===== src/hw/rtl/bck_pkg.sv =====
// Shared constants and types of the BMP colour-key replacement block.
`timescale 1ns / 1ps

package bck_pkg;

	// Image format limits
	localparam int HEADER_BYTES = 54;
	localparam int MAX_WIDTH    = 4096;
	localparam int MAX_HEIGHT   = 4096;

	// Field and counter widths
	localparam int BYTE_W  = 8;
	localparam int DIM_W   = 13;
	localparam int COL_W   = 14;
	localparam int ROW_W   = 12;
	localparam int HDR_W   = $clog2(HEADER_BYTES + 1);
	localparam int CFG_IDX_W = 3;

	// Result queue geometry: up to three results per input byte
	localparam int PUSH_MAX    = 3;
	localparam int PUSH_W      = 2;
	localparam int QUEUE_DEPTH = 4;
	localparam int QPTR_W      = $clog2(QUEUE_DEPTH);
	localparam int QCNT_W      = $clog2(QUEUE_DEPTH + 1);

	// Configuration register indexes
	typedef enum logic [CFG_IDX_W-1:0] {
		REG_IMAGE_WIDTH  = 3'd0,
		REG_IMAGE_HEIGHT = 3'd1,
		REG_MATCH_RED    = 3'd2,
		REG_MATCH_GREEN  = 3'd3,
		REG_MATCH_BLUE   = 3'd4,
		REG_NEW_RED      = 3'd5,
		REG_NEW_GREEN    = 3'd6,
		REG_NEW_BLUE     = 3'd7
	} cfg_reg_t;

	// One result: output byte and its end-of-run mark
	typedef struct packed {
		logic [BYTE_W-1:0] data;
		logic              last;
	} bck_entry_t;

	// Results produced by one input byte, entry 0 first
	typedef bck_entry_t [PUSH_MAX-1:0] bck_burst_t;

endpackage


===== src/hw/rtl/bck_out_queue.sv =====
// Four-entry result queue taking up to three results per cycle.
`timescale 1ns / 1ps

module bck_out_queue (
	input  logic                      clk,
	input  logic                      arst_n,
	input  logic [bck_pkg::PUSH_W-1:0] push_cnt,
	input  bck_pkg::bck_burst_t       push_ent,
	input  logic                      pop,
	output logic [bck_pkg::QCNT_W-1:0] count,
	output bck_pkg::bck_entry_t       head
);
	import bck_pkg::*;

	bck_entry_t        mem_q [QUEUE_DEPTH];
	logic [QPTR_W-1:0] wr_ptr_q;
	logic [QPTR_W-1:0] rd_ptr_q;
	logic [QCNT_W-1:0] count_q;

	// Entry storage: results land in consecutive slots from the write pointer
	always_ff @(posedge clk) begin
		for (int i = 0; i < PUSH_MAX; i++) begin
			if (PUSH_W'(i) < push_cnt) begin
				mem_q[wr_ptr_q + QPTR_W'(i)] <= push_ent[i];
			end
		end
	end

	// Pointers and fill level
	always_ff @(posedge clk or negedge arst_n) begin
		if (!arst_n) begin
			wr_ptr_q <= '0;
			rd_ptr_q <= '0;
			count_q  <= '0;
		end else begin
			wr_ptr_q <= wr_ptr_q + QPTR_W'(push_cnt);
			rd_ptr_q <= rd_ptr_q + QPTR_W'(pop);
			count_q  <= count_q + QCNT_W'(push_cnt) - QCNT_W'(pop);
		end
	end

	assign count = count_q;
	assign head  = mem_q[rd_ptr_q];

endmodule


===== src/hw/rtl/bmp_color_key_replace.sv =====
// Top level: colour-key replacement on a 24-bit BMP byte stream.
//
//   channel   dir  handshake            payload
//   in        in   in_valid/in_ready    in_byte
//   out       out  out_valid/out_ready  out_byte, run_end
//   cfg       in   cfg_we (no wait)     cfg_index, cfg_data
//
// Sustains one input byte per cycle unless stalled; a result appears in the cycle
// after the byte that causes it, pixels as a burst of three into a four-entry
// queue. in_ready falls only when the queue lacks room for the results that the
// next byte will cause (known from the counters alone), i.e. on output stall.
// Reset clears the counters, the queue and the registers to their defaults.
`timescale 1ns / 1ps

module bmp_color_key_replace (
	input  logic                           clk,
	input  logic                           arst_n,
	input  logic                           in_valid,
	output logic                           in_ready,
	input  logic [bck_pkg::BYTE_W-1:0]     in_byte,
	output logic                           out_valid,
	input  logic                           out_ready,
	output logic [bck_pkg::BYTE_W-1:0]     out_byte,
	output logic                           run_end,
	input  logic                           cfg_we,
	input  logic [bck_pkg::CFG_IDX_W-1:0]  cfg_index,
	input  logic [bck_pkg::DIM_W-1:0]      cfg_data
);
	import bck_pkg::*;

	// Configuration registers
	logic [DIM_W-1:0]  width_q, height_q;
	logic [BYTE_W-1:0] match_r_q, match_g_q, match_b_q;
	logic [BYTE_W-1:0] new_r_q, new_g_q, new_b_q;

	// Stream position
	logic [HDR_W-1:0]  header_q;
	logic [COL_W-1:0]  column_q;
	logic [ROW_W-1:0]  row_q;
	logic [1:0]        slot_q;
	logic [BYTE_W-1:0] held_q [2];

	// Derived geometry and decode
	logic [DIM_W-1:0]  w_dim, h_dim;
	logic [COL_W-1:0]  pix_bytes, row_len, col_nxt;
	logic [1:0]        pad_len;
	logic [ROW_W:0]    row_nxt;
	logic              hdr_phase, is_pad, is_hold, is_match, accept, pop;
	logic [PUSH_W-1:0] need;
	logic [QCNT_W-1:0] q_count;
	bck_burst_t        burst;
	bck_entry_t        q_head;

	// Dimensions: zero reads as one, oversize saturates
	always_comb begin
		if (width_q == '0)
			w_dim = DIM_W'(1);
		else if (width_q > DIM_W'(MAX_WIDTH))
			w_dim = DIM_W'(MAX_WIDTH);
		else
			w_dim = width_q;
		if (height_q == '0)
			h_dim = DIM_W'(1);
		else if (height_q > DIM_W'(MAX_HEIGHT))
			h_dim = DIM_W'(MAX_HEIGHT);
		else
			h_dim = height_q;
	end

	// Row geometry: three bytes per pixel, padded to a multiple of four
	assign pix_bytes = COL_W'(w_dim) + COL_W'({w_dim, 1'b0});
	assign pad_len   = 2'd0 - pix_bytes[1:0];
	assign row_len   = pix_bytes + COL_W'(pad_len);
	assign col_nxt   = column_q + COL_W'(1);
	assign row_nxt   = {1'b0, row_q} + (ROW_W+1)'(1);

	// Classify the next byte and how many results it will cause
	assign hdr_phase = header_q < HDR_W'(HEADER_BYTES);
	assign is_pad    = column_q >= pix_bytes;
	assign is_hold   = !hdr_phase && !is_pad && (slot_q < 2'd2);
	assign is_match  = (held_q[0] == match_b_q) && (held_q[1] == match_g_q)
		&& (in_byte == match_r_q);

	always_comb begin
		if (hdr_phase || is_pad)
			need = PUSH_W'(1);
		else if (is_hold)
			need = '0;
		else
			need = PUSH_W'(PUSH_MAX);
	end

	assign in_ready = (q_count + QCNT_W'(need)) <= QCNT_W'(QUEUE_DEPTH);
	assign accept   = in_valid && in_ready;

	// Result burst for the queue
	always_comb begin
		burst = '0;
		if (hdr_phase) begin
			burst[0] = '{data: in_byte, last: 1'b1};
		end else if (is_pad) begin
			burst[0] = '{data: '0, last: 1'b1};
		end else if (is_match) begin
			burst[0] = '{data: new_b_q, last: 1'b0};
			burst[1] = '{data: new_g_q, last: 1'b0};
			burst[2] = '{data: new_r_q, last: 1'b1};
		end else begin
			burst[0] = '{data: held_q[0], last: 1'b0};
			burst[1] = '{data: held_q[1], last: 1'b0};
			burst[2] = '{data: in_byte, last: 1'b1};
		end
	end

	// Configuration writes
	always_ff @(posedge clk or negedge arst_n) begin
		if (!arst_n) begin
			width_q   <= DIM_W'(1);
			height_q  <= DIM_W'(1);
			match_r_q <= '0;
			match_g_q <= '0;
			match_b_q <= '0;
			new_r_q   <= '0;
			new_g_q   <= '0;
			new_b_q   <= '0;
		end else if (cfg_we) begin
			case (cfg_reg_t'(cfg_index))
				REG_IMAGE_WIDTH:  width_q   <= cfg_data;
				REG_IMAGE_HEIGHT: height_q  <= cfg_data;
				REG_MATCH_RED:    match_r_q <= cfg_data[BYTE_W-1:0];
				REG_MATCH_GREEN:  match_g_q <= cfg_data[BYTE_W-1:0];
				REG_MATCH_BLUE:   match_b_q <= cfg_data[BYTE_W-1:0];
				REG_NEW_RED:      new_r_q   <= cfg_data[BYTE_W-1:0];
				REG_NEW_GREEN:    new_g_q   <= cfg_data[BYTE_W-1:0];
				REG_NEW_BLUE:     new_b_q   <= cfg_data[BYTE_W-1:0];
				default: ;
			endcase
		end
	end

	// Stream position counters
	always_ff @(posedge clk or negedge arst_n) begin
		if (!arst_n) begin
			header_q <= '0;
			column_q <= '0;
			row_q    <= '0;
			slot_q   <= '0;
		end else if (accept) begin
			if (hdr_phase) begin
				header_q <= header_q + HDR_W'(1);
			end else begin
				if (is_hold)
					slot_q <= slot_q + 2'd1;
				else if (!is_pad)
					slot_q <= '0;
				// row wrap, then image wrap back to the header
				if (col_nxt >= row_len) begin
					column_q <= '0;
					slot_q   <= '0;
					if (row_nxt >= (ROW_W+1)'(h_dim)) begin
						row_q    <= '0;
						header_q <= '0;
					end else begin
						row_q <= row_nxt[ROW_W-1:0];
					end
				end else begin
					column_q <= col_nxt;
				end
			end
		end
	end

	// Blue and green bytes of the pixel being gathered
	always_ff @(posedge clk) begin
		if (accept && is_hold)
			held_q[slot_q[0]] <= in_byte;
	end

	// Result queue
	assign pop = out_valid && out_ready;

	bck_out_queue u_queue (
		.clk      (clk),
		.arst_n   (arst_n),
		.push_cnt (accept ? need : PUSH_W'(0)),
		.push_ent (burst),
		.pop      (pop),
		.count    (q_count),
		.head     (q_head)
	);

	assign out_valid = q_count != '0;
	assign out_byte  = q_head.data;
	assign run_end   = q_head.last;

endmodule


===== config.mk =====
export PLATFORM = sky130hd
export DESIGN_NAME = bmp_color_key_replace
export DESIGN_NICKNAME = d
export VERILOG_FILES = /design/src/hw/rtl/bck_pkg.sv /design/src/hw/rtl/bck_out_queue.sv /design/src/hw/rtl/bmp_color_key_replace.sv
export SDC_FILE = /design/constraint.sdc
export NUM_CORES = 1
export LEC_CHECK = 0
export ABC_AREA = 1
export BUFFER_PORTS_ARGS = -buffer_cell sky130_fd_sc_hd__buf_4
export CORE_MARGIN = 5
export CORE_UTILIZATION = 45
export DETAILED_ROUTE_END_ITERATION = 8
export PLACE_DENSITY = 0.63
export SYNTH_ARGS = -nofsm -noshare
export SYNTH_HDL_FRONTEND = slang
export SYNTH_SLANG_ARGS = --single-unit

===== constraint.sdc =====
create_clock -name clk -period 10.8 [get_ports clk]
set_input_delay 0 -clock clk [delete_from_list [all_inputs] [get_ports clk]]
set_output_delay 0 -clock clk [all_outputs]
set_load 0.02 [all_outputs]

==> summary.txt, run 1 <==
Num ports: 40
Post-cts resize count: 0
Clock slew at reported path FFs: 0.07 ns
Post-synthesis sequential area ratio: 42.6%
# fillers: 2191
Yosys reg bits: 167
Synth warn: 0
Worst slew margin: 18.2%
Status: completed
Most used cell, CP: nand2_1
Post-synth cell types: 46
Psw: 0.00112 W
Vias in the first global route: 8249
Port-buffer cells: 39
Minimum clock period: 7.55 ns
Mapped Area: 0.0104 sq mm
Crit Path Class: reg -> reg
Largest net degree at the start of global routing: 84
Layout Skew: 0.0109 ns
GPL Wtd Cong: 0.910
Drt drc: 0
CTS root buf: clkbuf_16
Initial Util: 45.9%
PwrDens: 226 mW/mm^2
Startpoint types: flop
Router iterations before antenna repair: 5
Worst-margin pin slew: 1.21 ns
Clock power frac: 23.0%
Vias: 8894
Max frequency: 0.132 GHz
First-pass GRT wire length: 42.8 mm
Layout cells sized above 1: 8.31%
Largest stage delay, worst path: 0.69 ns
Setup_tns: 0 ns
Die Wd: 162 microns
Worst vdd ir: 0.000124 V
Top_reg_cell synth: dfrtp_1
Syn Inst Count: 1351
Floorplan row count: 55
Pint: 0.00154 W
Die span in y: 162 microns
Routed Antenna Nets: 0
Required time worst endpoint: 10.82 ns
CTS buffer count: 17
Iteration-0 DRC Markers: 667
Fin crit share: 69.9%
Die area: 0.0263 sq mm
Final core utilization: 51.7%
Final nets: 1485
Overall routing resource usage: 20.1%
Worst-path fanout max: 24
Wire per inst: 15.2 microns
CP Capture Type: flop
Final Hold Vio Count: 0
R2R Setup Slk: 3.25 ns
Synthesized Nets: 1441
CTS sink cnt: 167
Area growth from synthesis to layout: 12.8%
Tightest Hold Check Type: in -> async
MaxCap Viol Count: 0
Reg power frac: 36.0%
Final setup fails: 0
WP data arrival: 7.57 ns
Ant. Diodes: 0
LEAKAGE: 5.54 nW
Comb power frac: 41.0%
Initial antenna violation count: 0
GRT overflow: 0
Max clock buf depth: 2
Clock Latency Late Sink: 0.44 ns
Post-DP HPWL: 19.2 mm
RSZ-0062 raised after global routing: no
Number of synthesized flops with an enable pin: 52
Synthesized area per cell: 7.71 sq um
Slew Limit Fails: 0
Async S/R FF share, synth: 68.9%
H-tree levels: 4
Vias per cell: 5.25
CORE AREA: 0.0227 sq mm
CTS tree: done
Switching share of total power: 42.1%
Crit-path slowest cell: clkinv_1
Drt total wl: 25.8 mm
-- placed cells by master (no fill, tap or decap), types with 2 or more instances in the layout --
master,count
nand3b_1,2
nand4_1,12
inv_1,134
nor2_4,2
nor4_1,9
o21ai_1,5
nand3_1,145
inv_6,4
a21oi_1,37
o211ai_1,3
clkbuf_16,17
nand2_2,12
clkinv_1,5
buf_4,44
nor2_2,8
o21a_1,2
o211a_1,2
ha_1,59
a22o_1,2
inv_8,4
inv_2,5
nand4_2,2
nor2_1,98
fa_1,2
dfrtp_1,113
edfxtp_1,52
o21ai_0,136
nor3_1,11
dfstp_2,2
nand3_2,4
clkinv_8,3
xor2_1,40
o22ai_1,11
xnor2_1,7
dlygate4sd3_1,22
nand2_1,375
o21bai_1,2
-- per-stage QoR --
step	worst slack (ns)	instances	power, W	hold slack, ns	area, sq um
after floorplan	4.57	1351	0.00174	-0.296	10400
after global placement	3.60	1639	0.00202	-0.0204	10900
final	3.25	1693	0.00265	0.0413	11800
after global routing	2.38	1693	0.00288	0.0782	11800
after CTS	3.23	1693	0.00267	0.0353	11800
after detailed placement	3.26	1639	0.00205	-0.0189	10900
-- metal layers --
metal | GRT usage (%) | vias to the layer above | share of wire [%]
met5 | 0 | - | 0
met4 | 4.96 | 0 | 1.5
met3 | 2.84 | 28 | 4.9
met2 | 30.3 | 203 | 44
met1 | 30.4 | 4109 | 50
li1 | - | 4554 | -
-- flip-flops by register name, summed over array words and instances, names as in the netlist --
register and flops:
u_queue.mem_q 36, held_q 16, column_q 14, height_q 13, width_q 13, row_q 12, match_b_q 8, match_g_q 8
match_r_q 8, new_b_q 8, new_g_q 8, new_r_q 8, header_q 6, u_queue.count 3, slot_q 2, u_queue.rd_ptr_q 2
u_queue.wr_ptr_q 2
-- area by class of cell --
class | instances | area [sq um] | area share (%)
clock buffer | 18 | 439 | 3.74
sequential | 167 | 4440 | 37.8
multi-input combinational | 999 | 5270 | 44.9
timing repair buffer | 66 | 551 | 4.69
inverter | 144 | 541 | 4.60
tap | 285 | 357 | 3.03
clock inverter | 14 | 151 | 1.29
-- synthesized netlist by cell type (2+ instances only) --
| master | instances | area, sq um |
|---|---|---|
| ha_1 | 59 | 738 |
| o211a_1 | 2 | 20.0 |
| xor2_1 | 40 | 350 |
| o22ai_1 | 11 | 68.8 |
| o21ai_0 | 137 | 686 |
| dfstp_2 | 2 | 52.6 |
| nand3b_1 | 2 | 15.0 |
| nor2_2 | 8 | 50.1 |
| nor2_4 | 2 | 22.5 |
| nand2_2 | 12 | 75.1 |
| o21ai_1 | 4 | 20.0 |
| nand2_1 | 375 | 1410 |
| nor2_1 | 98 | 368 |
| edfxtp_1 | 52 | 1560 |
| o211ai_1 | 3 | 22.5 |
| nand4_2 | 2 | 25.0 |
| nor4_1 | 9 | 56.3 |
| a22o_1 | 2 | 17.5 |
| a21oi_1 | 37 | 185 |
| clkbuf_1 | 32 | 120 |
| nand4_1 | 12 | 75.1 |
| o21a_1 | 2 | 15.0 |
| inv_2 | 5 | 18.8 |
| nor3_1 | 11 | 55.1 |
| nand3_2 | 4 | 40.0 |
| xnor2_1 | 7 | 61.3 |
| o21bai_1 | 2 | 15.0 |
| buf_6 | 2 | 22.5 |
| inv_1 | 134 | 503 |
| dfrtp_1 | 113 | 2830 |
| buf_2 | 6 | 30.0 |
| clkinv_1 | 5 | 18.8 |
| fa_1 | 2 | 40.0 |
| nand3_1 | 145 | 726 |
-- power groups by stage --
stage,combinational (W),clock [W],sequential (W)
floorplan,0.000824,0,0.000913
global placement,0.00106,0,0.000963
detailed placement,0.00108,0,0.000965
CTS,0.00109,0.000621,0.000955
global route,0.00125,0.000646,0.000977
finish,0.00109,0.000610,0.000955
-- worst paths after layout --
| check | from | end | cells after the start |
|---|---|---|---|
| min reg2reg | width_q[8] | width_q[8] | 2 |
| max reg2reg | width_q[4] | u_queue.mem_q[2][8] | 34 |
| min in group clk | in_valid | column_q[1] | 4 |
| min | arst_n | row_q[10] | 2 |
| max | width_q[4] | u_queue.mem_q[2][8] | 34 |
| max in group asynchronous | arst_n | height_q[1] | 3 |
-- logic make-up after synthesis --
group,Yosys count,share of synthesized area (%)
and+or+nand+nor,684,28.4
adders and majority gates,61,7.47
DFF,167,42.6
xor gates and xnor gates,48,4.11
AOI/OAI and AO/OA,206,10.5
buffers and inverters,185,6.88
-- critical path, delay by kind of cell, from the launching register on --
family,cells,cell delay [ns]
buffers and inverters,6,1.68
DFF,1,0.47
xor gates and xnor gates,1,0.16
adders and majority gates,4,1.10
AOI/OAI and AO/OA,4,0.72
and+or+nand+nor,19,2.98
-- timing repair --
item	CTS	global route
setup buffers	0	0
endpoints found under the hold margin	72	0
hold buffers	22	0
No activity file was read; power rests on OpenSTA's default activity.
==> inputs of run 2 (changes only) <==
--- a/config.mk
+++ b/config.mk
@@ -5,7 +5,7 @@
 export SDC_FILE = /design/constraint.sdc
 export NUM_CORES = 1
 export LEC_CHECK = 0
-export ABC_AREA = 1
+export ABC_AREA = 0
 export BUFFER_PORTS_ARGS = -buffer_cell sky130_fd_sc_hd__buf_4
 export CORE_MARGIN = 5
 export CORE_UTILIZATION = 45
==> constraint.sdc (replaced) <==
create_clock -name clk -period 7.1 [get_ports clk]
set_input_delay 0 -clock clk [delete_from_list [all_inputs] [get_ports clk]]
set_output_delay 0 -clock clk [all_outputs]
set_load 0.02 [all_outputs]
==> run 2 against run 1 <==
First-iteration DRC count is 34% lower; fmax is 15% higher; core utilization is 1.1 points higher; sequential share of layout area is 0.56 points lower; area after synthesis is 1.2% lower; die area is 1.1% lower; global-route usage is 1.7 points lower; critical path type unchanged; clock power is 56% higher; clock skew is 0.0019 ns higher.
==> summary.txt, run 2 <==
Status: completed (unchanged)
Layout cells sized above 1: 21.9% (was 8.31%)
Iteration-0 DRC Markers: 441 (was 667)
Floorplan row count: 55 (unchanged)
Final nets: 1125 (was 1485)
Clock Latency Late Sink: 0.44 ns (about the same)
Max clock buf depth: 2 (unchanged)
Routed Antenna Nets: 0 (unchanged)
Port-buffer cells: 39 (unchanged)
CTS root buf: clkbuf_16 (unchanged)
Fin crit share: 92.5% (was 69.9%)
CTS sink cnt: 167 (unchanged)
Worst reg2reg path endpoint: u_queue.count[2] (was u_queue.mem_q[2][8])
GRT overflow: 0 (unchanged)
Area growth from synthesis to layout: 15.8% (was 12.8%)
Synthesized area per cell: 10.7 sq um (was 7.71 sq um)
Top cells by count, synth: 113 x dfrtp_1, 79 x mux2_2, 76 x nand2_1 (was 375 x nand2_1, 145 x nand3_1, 137 x o21ai_0)
CP Capture Type: flop (unchanged)
CP delay by family, top: adder cells (was simple AND/OR/NAND/NOR gates)
Vias per cell: 5.55 (was 5.25)
Max reg flops: 36 (unchanged)
Syn Inst Count: 961 (was 1351)
CTS buffer count: 17 (unchanged)
Yosys top cell area share: 27.5% (was 27.1%)
Router iterations before antenna repair: 5 (unchanged)
Critical path buffer and inverter count: 4 (was 6)
Initial antenna violation count: 0 (unchanged)
Worst slew margin: 23.2% (was 18.2%)
Largest area contributor in the netlist: dfrtp_1 (unchanged)
Die area: 0.0260 sq mm (was 0.0263 sq mm)
Crit-path slowest cell: fa_1 (was clkinv_1)
Post-synth cell types: 80 (was 46)
Hold depth: 3
First-pass GRT wire length: 38.5 mm (was 42.8 mm)
Crit Path Class: reg -> reg (unchanged)
Most frequent cell after synthesis: dfrtp_1 (was nand2_1)
Synth warn: 0 (unchanged)
Setup_tns: 0 ns (unchanged)
Post-DP HPWL: 16.8 mm (was 19.2 mm)
Overall routing resource usage: 18.4% (was 20.1%)
Die Wd: 161 microns (was 162 microns)
Largest stage delay, worst path: 0.47 ns (was 0.69 ns)
Power Total: 0.00364 W (was 0.00265 W)
Worst vdd ir: 0.000175 V (was 0.000124 V)
Worst flop-to-flop path startpoint: width_q[6] (was width_q[4])
R2R Setup Slk: 0.53 ns (was 3.25 ns)
Largest net degree at the start of global routing: 65 (was 84)
Vias: 7395 (was 8894)
Ant. Diodes: 0 (unchanged)
CTS tree: done (unchanged)
Vias in the first global route: 7179 (was 8249)
R2R depth: 33 (was 34)
Slew Limit Fails: 0 (unchanged)
Die span in y: 161 microns (was 162 microns)
Number of synthesized flops with an enable pin: 52 (unchanged)
Num ports: 40 (unchanged)
RSZ-0062 raised after global routing: no (unchanged)
Worst-margin pin slew: 1.14 ns (was 1.21 ns)
Mapped Area: 0.0103 sq mm (was 0.0104 sq mm)
Drt total wl: 23.2 mm (was 25.8 mm)
Hold endpoint: width_q[2]
Startpoint types: flop (unchanged)
PwrDens: 306 mW/mm^2 (was 226 mW/mm^2)
Minimum clock period: 6.57 ns (was 7.55 ns)
Hold_sp: cfg_index[0]
MaxCap Viol Count: 0 (unchanged)
Top_reg_cell synth: dfrtp_1 (unchanged)
Worst-path fanout max: 5 (was 24)
Layout Skew: 0.0128 ns (was 0.0109 ns)
Post-synthesis sequential area ratio: 43.1% (was 42.6%)
Drt drc: 0 (unchanged)
Final setup fails: 0 (unchanged)
CORE AREA: 0.0226 sq mm (was 0.0227 sq mm)
Clock slew at reported path FFs: 0.07 ns (about the same)
H-tree levels: 4 (unchanged)
Required time worst endpoint: 7.42 ns (was 10.82 ns)
Most common cell after layout, fill and taps aside: dfrtp_1 (was nand2_1)
LEAKAGE: 5.02 nW (was 5.54 nW)
Area contributors post-synth: dfrtp_1 27%, edfxtp_1 15%, mux2_2 8.6% (was dfrtp_1 27%, edfxtp_1 15%, nand2_1 14%)
Most frequent cells in the layout: 113 x dfrtp_1, 79 x mux2_2, 74 x nand2_1, 72 x buf_4, 58 x ha_1 (was 375 x nand2_1, 145 x nand3_1, 136 x o21ai_0, 134 x inv_1, 113 x dfrtp_1)
Yosys reg bits: 167 (unchanged)
Wire per inst: 17.4 microns (was 15.2 microns)
Max frequency: 0.152 GHz (was 0.132 GHz)
Initial Util: 45.6% (was 45.9%)
Synthesized Nets: 1051 (was 1441)
Largest reg by FF count: u_queue.mem_q (unchanged)
Async S/R FF share, synth: 68.9% (unchanged)
Final Hold Vio Count: 0 (unchanged)
WP data arrival: 6.88 ns (was 7.57 ns)
Tightest Hold Check Type: in -> reg (was in -> async)
GPL Wtd Cong: 0.793 (was 0.910)
==> run 2: worst reg2reg max path, delay by kind of cell (launching register included) <==
kind	cells	cell delay, ns
buffers and inverters	4	0.33
AOI/OAI and AO/OA	10	1.67
muxes	1	0.14
and+or+nand+nor	9	1.53
adders and majority gates	7	2.06
DFF	1	0.41
xor gates and xnor gates	2	0.30
==> run 2: through the flow <==
stage / worst slack (ns) / cells / utilization (%) / hold WS, ns / area [sq um]
floorplan: 0.0174 / 961 / - / -0.296 / 10300
global route: 0.0667 / 1333 / 52.8 / 0.0797 / 11900
global placement: 0.254 / 1273 / 48.7 / 0.155 / 11000
CTS: 0.0393 / 1328 / 52.4 / 0.0442 / 11800
detailed placement: 0.0245 / 1273 / 48.7 / 0.158 / 11000
finish: 0.535 / 1333 / 52.8 / 0.0583 / 11900
==> run 2: how the worst max path moves through the flow <==
stage	end	start	slack [ns]	cells after the start
6_report	u_queue.count[2]	width_q[6]	0.53	33
5_1_grt	u_queue.count[2]	width_q[6]	0.07	33
4_1_cts	u_queue.mem_q[1][2]	width_q[6]	0.04	25
3_5_place_dp	u_queue.mem_q[1][3]	width_q[6]	0.02	25
3_3_place_gp	u_queue.mem_q[1][2]	width_q[6]	0.25	25
2_1_floorplan	u_queue.count[2]	width_q[6]	0.02	36
==> run 2: where the power goes <==
part           leakage, nW  total [W]  switching (W)  internal (W)
Clock                0.295   0.000954       0.000448      0.000506
Sequential            1.89    0.00136       0.000159       0.00120
Combinational         2.83    0.00133       0.000716      0.000612
==> run 2: area by class of cell <==
cell class,count,area [sq um]
fill,2015,10600
multi-input combinational,722,5630
sequential,167,4440
timing repair buffer,95,771
clock buffer,17,425
tap,285,357
clock inverter,15,183
inverter,32,120
==> run 2: cell families (layout without fill, tap and decap cells) <==
kind of cell,after synthesis,in the layout,share of synthesized area (%)
AND/OR/NAND/NOR,292,292,14.5
AO/OA/AOI/OAI,170,170,11.2
flip-flops,167,167,43.1
multiplexers,126,126,14.4
XOR/XNOR,73,73,6.35
buffers and inverters,72,159,2.88
adder cells (fa/ha/maj),61,61,7.56
==> run 2: repair_timing <==
action                                  CTS  global route
endpoints found under the hold margin   153             0
gates resized for setup                   0            11
endpoints found under the setup margin    0            69
hold buffers                             23             0
buffers inserted                          0             5
==> run 2: metal layers <==
metal | vias up | share of wire (%) | GRT usage, %
met1 | 3571 | 50 | 27.5
met3 | 24 | 3.8 | 2.70
met4 | 0 | 1.7 | 5.43
met5 | - | 0 | 0
met2 | 153 | 44 | 27.7
li1 | 3647 | - | -
==> inputs of run 3 (changes only) <==
--- a/config.mk
+++ b/config.mk
@@ -10,7 +10,9 @@
 export CORE_MARGIN = 5
 export CORE_UTILIZATION = 45
 export DETAILED_ROUTE_END_ITERATION = 8
+export GPL_ROUTABILITY_DRIVEN = 0
 export PLACE_DENSITY = 0.63
+export REMOVE_ABC_BUFFERS = 1
 export SYNTH_ARGS = -nofsm -noshare
 export SYNTH_HDL_FRONTEND = slang
 export SYNTH_SLANG_ARGS = --single-unit
==> run 3 against run 2 <==
Combinational power about the same; sequential share of layout area up 0.082 points; sequential power about the same; power down 1.5%; core utilization down 0.12 points; cell count about the same; critical endpoint unchanged; largest cell class unchanged; largest power group unchanged.
==> summary.txt, run 3 (synthesis gave the netlist of run 2 again) <==
Status: completed (unchanged)
Iteration-0 DRC Markers: 362 (was 441)
Die Wd: 161 microns (unchanged)
Most common cell after layout, fill and taps aside: dfrtp_1 (unchanged)
H-tree levels: 4 (unchanged)
Router iterations before antenna repair: 5 (unchanged)
Vias: 7315 (was 7395)
Final core utilization: 52.7% (was 52.8%)
CTS buffer count: 17 (unchanged)
MaxCap Viol Count: 0 (unchanged)
Critical path origin: width_q[9] (was width_q[6])
Vias per cell: 5.48 (was 5.55)
LEAKAGE: 5.01 nW (was 5.02 nW)
Area growth from synthesis to layout: 15.5% (was 15.8%)
Floorplan row count: 55 (unchanged)
Max reg flops: 36 (unchanged)
Worst slew margin: 24.6% (was 23.2%)
Die span in y: 161 microns (unchanged)
Final Hold Vio Count: 0 (unchanged)
Crit-path slowest cell: fa_1 (unchanged)
Worst vdd ir: 0.000173 V (was 0.000175 V)
Setup crit end: u_queue.count[2] (unchanged)
Largest reg by FF count: u_queue.mem_q (unchanged)
Most frequent cells in the layout: 113 x dfrtp_1, 79 x mux2_2, 75 x nand2_1, 73 x buf_4, 58 x ha_1 (was 113 x dfrtp_1, 79 x mux2_2, 74 x nand2_1, 72 x buf_4, 58 x ha_1)
Drt total wl: 22.7 mm (was 23.2 mm)
WP data arrival: 6.94 ns (was 6.88 ns)
Initial Util: 45.6% (unchanged)
Final nets: 1126 (was 1125)
Die area: 0.0260 sq mm (unchanged)
Largest net degree at the start of global routing: 64 (was 65)
Setup WS pre-CTS: -0.120 ns (was 0.0245 ns)
CTS tree: done (unchanged)
Worst-margin pin slew: 1.12 ns (was 1.14 ns)
Clock Latency Late Sink: 0.44 ns (about the same)
Layout Skew: 0.0123 ns (was 0.0128 ns)
Worst-path fanout max: 5 (unchanged)
CORE AREA: 0.0226 sq mm (unchanged)
Drt drc: 0 (unchanged)
Port-buffer cells: 39 (unchanged)
Wire per inst: 17.0 microns (was 17.4 microns)
PwrDens: 302 mW/mm^2 (was 306 mW/mm^2)
Crit Path Class: reg -> reg (unchanged)
Fin crit share: 93.3% (was 92.5%)
Ant. Diodes: 0 (unchanged)
Max clock buf depth: 2 (unchanged)
Required time worst endpoint: 7.41 ns (was 7.42 ns)
Minimum clock period: 6.62 ns (was 6.57 ns)
R2R depth: 33 (unchanged)
CTS sink cnt: 167 (unchanged)
Max frequency: 0.151 GHz (was 0.152 GHz)
Largest stage delay, worst path: 0.43 ns (was 0.47 ns)
Post-route cell area: 0.0119 sq mm (about the same)
GRT overflow: 0 (unchanged)
R2R Setup Slk: 0.48 ns (was 0.53 ns)
Routed Antenna Nets: 0 (unchanged)
Final setup fails: 0 (unchanged)
Worst reg2reg path endpoint: u_queue.count[2] (unchanged)
CP Capture Type: flop (unchanged)
Most used cell, CP: ha_1
Final setup margin: 0.476 ns (was 0.535 ns)
First-pass GRT wire length: 38.3 mm (was 38.5 mm)
Slew Limit Fails: 0 (unchanged)
Area after DPL: 0.0110 sq mm (about the same)
Num ports: 40 (unchanged)
Worst flop-to-flop path startpoint: width_q[9] (was width_q[6])
Layout cells sized above 1: 22.0% (was 21.9%)
Post-DP HPWL: 16.8 mm (about the same)
Vias in the first global route: 7346 (was 7179)
Initial antenna violation count: 0 (unchanged)
Tightest Hold Check Type: in -> reg (unchanged)
Startpoint types: flop (unchanged)
CTS root buf: clkbuf_16 (unchanged)
Clock slew at reported path FFs: 0.07 ns (about the same)
Overall routing resource usage: 18.2% (was 18.4%)
[run 3: stage by stage]
stage	std cells	hold slack [ns]	TNS [ns]	power, W
after floorplan	921	-0.296	-73.78	0.00228
after global placement	1275	0.148	0	0.00263
after detailed placement	1275	0.150	-0.908	0.00267
after CTS	1330	0.0414	0	0.00360
after global routing	1334	0.0734	-0.0350	0.00384
final	1334	0.0581	0	0.00359
[run 3: worst min path at each step]
| stage | start | to | slack [ns] | cells past startpoint |
|---|---|---|---|---|
| after global placement | arst_n | row_q[9] | 0.15 | 1 |
| after floorplan | arst_n | column_q[0] | -0.30 | 0 |
| after global routing | in_valid | header_q[2] | 0.07 | 4 |
| after detailed placement | arst_n | row_q[9] | 0.15 | 1 |
| after CTS | cfg_index[0] | width_q[3] | 0.04 | 4 |
| final | cfg_index[1] | height_q[12] | 0.06 | 4 |
[run 3: metal layers]
layer / global-route usage (%) / wire [microns] / vias up
met1: 25.4 / 11200 / 3545
li1: - / - / 3642
met3: 3.52 / 707 / 23
met4: 5.23 / 361 / 0
met2: 29.0 / 10500 / 105
met5: 0 / 0 / -
[run 3: critical path, delay by kind of cell (launching register included)]
kind | cells | cell delay [ns]
buffers and inverters | 4 | 0.32
and+or+nand+nor | 9 | 1.57
adders and majority gates | 7 | 1.93
DFF | 1 | 0.42
xor gates and xnor gates | 2 | 0.30
muxes | 1 | 0.21
AOI/OAI and AO/OA | 10 | 1.78
[run 3: report_power, final]
group          total [W]  internal, W  leakage [nW]  switching [W]
Sequential       0.00136      0.00120          1.89       0.000155
Clock           0.000909     0.000491         0.279       0.000418
Combinational    0.00132     0.000619          2.84       0.000704
[run 3: layout make-up]
class | instances | area, sq um
fillers | 2014 | 10700
flip-flops and latches | 167 | 4440
repair buffers | 96 | 778
clock inverters | 15 | 146
clock buffers | 17 | 425
inverters | 32 | 120
multi-input cells | 722 | 5630
well taps | 285 | 357
[run 3: what timing repair did]
item	CTS	global route
hold buffers	23	0
pin swaps	0	4
hold endpoints to repair	151	0
buffers inserted	0	4
resized for setup	4	11
endpoints found under the setup margin	8	63
